### src/design/ilir_pkg.sv
// ----------------------------------------------------------------------------
// ilir_pkg
// Shared widths, operation and status codes, and the per-cell command bundle
// for the indexed list with insert and remove.
// ----------------------------------------------------------------------------
`default_nettype none

package ilir_pkg;

    // Field widths fixed by the interface
    localparam int DATA_W   = 32;
    localparam int KIND_W   = 3;
    localparam int POS_W    = 7;
    localparam int STATUS_W = 2;
    localparam int LEN_W    = 7;

    // Default number of cells
    localparam int DEF_CAPACITY = 64;

    // Operation codes
    localparam logic [KIND_W-1:0] KIND_APPEND = 3'd0;
    localparam logic [KIND_W-1:0] KIND_INSERT = 3'd1;
    localparam logic [KIND_W-1:0] KIND_REMOVE = 3'd2;
    localparam logic [KIND_W-1:0] KIND_READ   = 3'd3;
    localparam logic [KIND_W-1:0] KIND_POP    = 3'd4;
    localparam logic [KIND_W-1:0] KIND_PEEK   = 3'd5;

    // Status codes
    localparam logic [STATUS_W-1:0] ST_OK    = 2'd0;
    localparam logic [STATUS_W-1:0] ST_RANGE = 2'd1;
    localparam logic [STATUS_W-1:0] ST_EMPTY = 2'd2;
    localparam logic [STATUS_W-1:0] ST_FULL  = 2'd3;

    // Value returned on empty or error
    localparam logic [DATA_W-1:0] NEG_ONE = '1;

    // Broadcast to every cell; a flag is set only for an operation that succeeds
    typedef struct packed {
        logic do_append;
        logic do_insert;
        logic do_remove;
    } cell_cmd_t;

endpackage : ilir_pkg

`default_nettype wire

### src/design/ilir_cell.sv
// ----------------------------------------------------------------------------
// ilir_cell
// One list slot. Loads the new entry, takes its left neighbor on insert or
// its right neighbor on remove, and drives its entry when selected for read.
// ----------------------------------------------------------------------------
`default_nettype none

module ilir_cell
    import ilir_pkg::*;
#(
    parameter int CMP_W = 7,
    parameter int INDEX = 0
)
(
    input  wire logic              clk,
    input  wire cell_cmd_t         cmd,
    input  wire logic [CMP_W-1:0]  pos,
    input  wire logic [CMP_W-1:0]  count,
    input  wire logic [CMP_W-1:0]  sel,
    input  wire logic [DATA_W-1:0] value,
    input  wire logic [DATA_W-1:0] left_data,
    input  wire logic [DATA_W-1:0] right_data,
    output logic      [DATA_W-1:0] data,
    output logic      [DATA_W-1:0] rd_data
);

    localparam logic [CMP_W-1:0] IDX = CMP_W'(INDEX);

    logic [DATA_W-1:0] data_reg;
    logic [DATA_W-1:0] data_next;
    logic              load_val;
    logic              take_left;
    logic              take_right;

    // Slot action from this cell's place relative to position and count
    assign load_val   = (cmd.do_append && (IDX == count)) ||
                        (cmd.do_insert && (IDX == pos));
    assign take_left  = cmd.do_insert && (IDX > pos) && (IDX <= count);
    assign take_right = cmd.do_remove && (IDX >= pos) &&
                        ((IDX + CMP_W'(1)) < count);

    always_comb
    begin
        data_next = data_reg;
        if (load_val)
        begin
            data_next = value;
        end
        else if (take_left)
        begin
            data_next = left_data;
        end
        else if (take_right)
        begin
            data_next = right_data;
        end
    end

    // Entry storage; no reset, read only after written
    always_ff @(posedge clk)
    begin
        data_reg <= data_next;
    end

    assign data    = data_reg;
    // Masked read, OR-combined across the row
    assign rd_data = (IDX == sel) ? data_reg : '0;

endmodule : ilir_cell

`default_nettype wire

### config.mk
export PLATFORM = sky130hd
export DESIGN_NAME = ilir_cell
export DESIGN_NICKNAME = d
export VERILOG_FILES = /design/src/design/ilir_pkg.sv /design/src/design/ilir_cell.sv
export SDC_FILE = /design/constraint.sdc
export NUM_CORES = 1
export LEC_CHECK = 0
export BUFFER_PORTS_ARGS = -buffer_cell sky130_fd_sc_hd__buf_2
export CORE_MARGIN = 8
export CORE_UTILIZATION = 36
export DETAILED_ROUTE_END_ITERATION = 8
export PLACE_DENSITY_LB_ADDON = 0.15
export SLEW_MARGIN = 20
export SYNTH_ARGS = -nofsm -noshare
export SYNTH_HDL_FRONTEND = slang
export SYNTH_SLANG_ARGS = --single-unit
### constraint.sdc
create_clock -name clk -period 3.3 [get_ports clk]
set_clock_uncertainty 0.2 [all_clocks]
set_input_delay 0.165 -clock clk [delete_from_list [all_inputs] [get_ports clk]]
set_output_delay 0.165 -clock clk [all_outputs]
set_load 0.02 [all_outputs]
==> flow_summary_export.csv <==
group,metric,value,unit
run_status,status,"finished, final reports clean",
global_routing,grt_use_total,16.9,%
clock_tree,cts.clk_slew.worst_paths,0.07,ns
die,ios,185,
finish,fin_cells,405,
pwr,leakagePower,0.00160,uW
die,die_h,87.2,um
sta,fin_crit,2.73,ns
drt,vias,1768,
sta,hold_violations,0,
worst_setup_path,worst_setup_path_start_kind,"primary input",
pwr,power.density,271,nW/um2
synth,ys_seq_area_share,52.7,%
drt,drc_errors,0,
sta,final.period_utilization,82.7,%
synth,synth_top_area_share,52.7,%
sta,setup_viol,0,
synth,synth_area_leader_cell,"edfxtp_1",
finish,most-common-layout-cells,"buf_2 (152), dlygate4sd3_1 (64), and2_1 (32), edfxtp_1 (32), mux2_4 (29)",
job,drv_cap,0,
drt,ant_nets,0,
drt,drt_iter0_markers,56,
worst_setup_path,worstSetupPathType,"primary input to flip-flop",
clock_tree,numCtsBuffers,5,
drt,vias_per_cell,4.37,
sta,rsz0062_at_grt,"false",
synth,synth.area.top_cells,"edfxtp_1 (53%), mux2_4 (24%), and2_1 (11%)",
sta,fmax,0.366,GHz
placement,placed_cells,332,
synth,synthArstFlopShare,0,%
pwr,max-vdd-ir-drop,0.182,mV
global_routing,grtUsageMet1,14.7,%
worst_setup_path,worst-path-max-fanout,15,
finish,area.growth.synth_to_final,83.3,%
finish,layout-drive-gt1-share,59.3,%
die,die_w,87.2,um
synth,synth-main-ff-cell,"edfxtp_1",
worst_hold_path,holdCritPathClass,"primary input to flip-flop",
worst_setup_path,cp-end-kind,"flip-flop",
die,start_util,36.4,%
global_routing,grt_util_met2,33.7,%
sta,final.setup.tns,0,ns
finish,final_nets,454,
synth,avgSynthCellArea,16.1,um2
clock_tree,cts.sinks,32,
clock_tree,clock_path_buffers,2,
finish,largest_reg_flops,32,
worst_setup_path,required,3.13,ns
worst_setup_path,crit_arrival,2.56,ns
synth,syn_nets,234,
clock_tree,cts_resized,0,
synth,synth_edf_count,32,
global_routing,grt_pass1_vias,2083,
synth,yosys_register_bits,32,
finish,design_area,3340,um2
global_routing,busiest_layer,"met2",
global_routing,grt_pass1_wl,9920,um
finish,mostFrequentLayoutCell,"buf_2",
clock_tree,cts_root_buffer,"clkbuf_8",
drt,wl_per_cell,15.5,um
drt,first_pass_iters,4,
placement,gp_congestion,0.687,
global_routing,antenna_found_initial,0,
clock_tree,cts_tree,"built",
sta,hold_slack,0.453,ns
placement,place_area,2620,um2
placement,portBuffers,152,
synth,ys_warn_count,0,
sta,maxSlewHeadroom,51.9,%
sta,worst_pin_slew,0.717,ns
synth,synthCells,113,
global_routing,grt_max_degree,33,
synth,synth_area,1820,um2
drt,routed_wl,6270,um
clock_tree,h-tree-depth,2,
die,num_rows,26,
placement,hpwl,4300,um
die,dieArea,7600,um2
clock_tree,cts_setup_buffers,0,
synth,yosys.cell_types.count,16,
die,core_area,5010,um2
sta,drv_slew,0,
global_routing,use_met3,6.60,%
global_routing,overflow,0,
[report_power, final]
group	total (uW)	internal [uW]	switching [uW]
combinational	168	121	46.9
sequential	454	452	1.80
clock	286	147	139
[cells in the mapped netlist (3+ instances only)]
cell type  count
and2_1        32
mux2_4        29
clkbuf_1       3
edfxtp_1      32
buf_12         4
mux2_2         3
[through the flow]
stage / total power (uW) / utilization [%] / setup WS (ns)
floorplan: 508 / - / 0.947
global placement: 565 / 52.3 / 0.848
detailed placement: 568 / 52.3 / 0.808
CTS: 916 / 66.7 / 0.570
global route: 950 / 66.7 / 0.484
finish: 907 / 66.7 / 0.569
[area by class of cell]
cell class	count	area, um2
clock inverters	1	3.75
fillers	425	1670
well taps	70	87.6
flip-flops and latches	32	961
repair buffers	220	1430
multi-input cells	74	779
clock buffers	7	76.3
diodes	1	2.50
[final timing paths]
check                  start                 to  slack [ns]  cells past startpoint
worst max-delay path  pos[3]  data[1]$_DFFE_PP_        0.57                      7
worst min-delay path  cmd[0]  data[7]$_DFFE_PP_        0.45                      3
[layer usage]
metal | wire (um) | up-vias
met5 | 0 | -
met4 | 69 | 0
met3 | 637 | 6
met2 | 3480 | 92
met1 | 2090 | 819
li1 | - | 851
[critical path, cell delays in order]
cell and delay [ns]:
buf_2 0.10, or4_4 0.53, nor4_4 0.20, a2bb2o_4 0.36, buf_4 0.30, mux2_2 0.35
dlygate4sd3_1 0.55
[kinds of logic after synthesis]
logic type | after synthesis | synth area share, %
and+or+nand+nor | 40 | 15.0
muxes | 32 | 25.7
DFF | 32 | 52.7
buffers and inverters | 7 | 5.01
AOI/OAI and AO/OA | 2 | 1.58
[repair_timing]
action / 4_1_cts / 5_1_grt
hold buffers: 64 / 0
endpoints found under the hold margin: 32 / 0
setup endpoints to repair: 0 / 0
(Power assumes the default switching activity.)
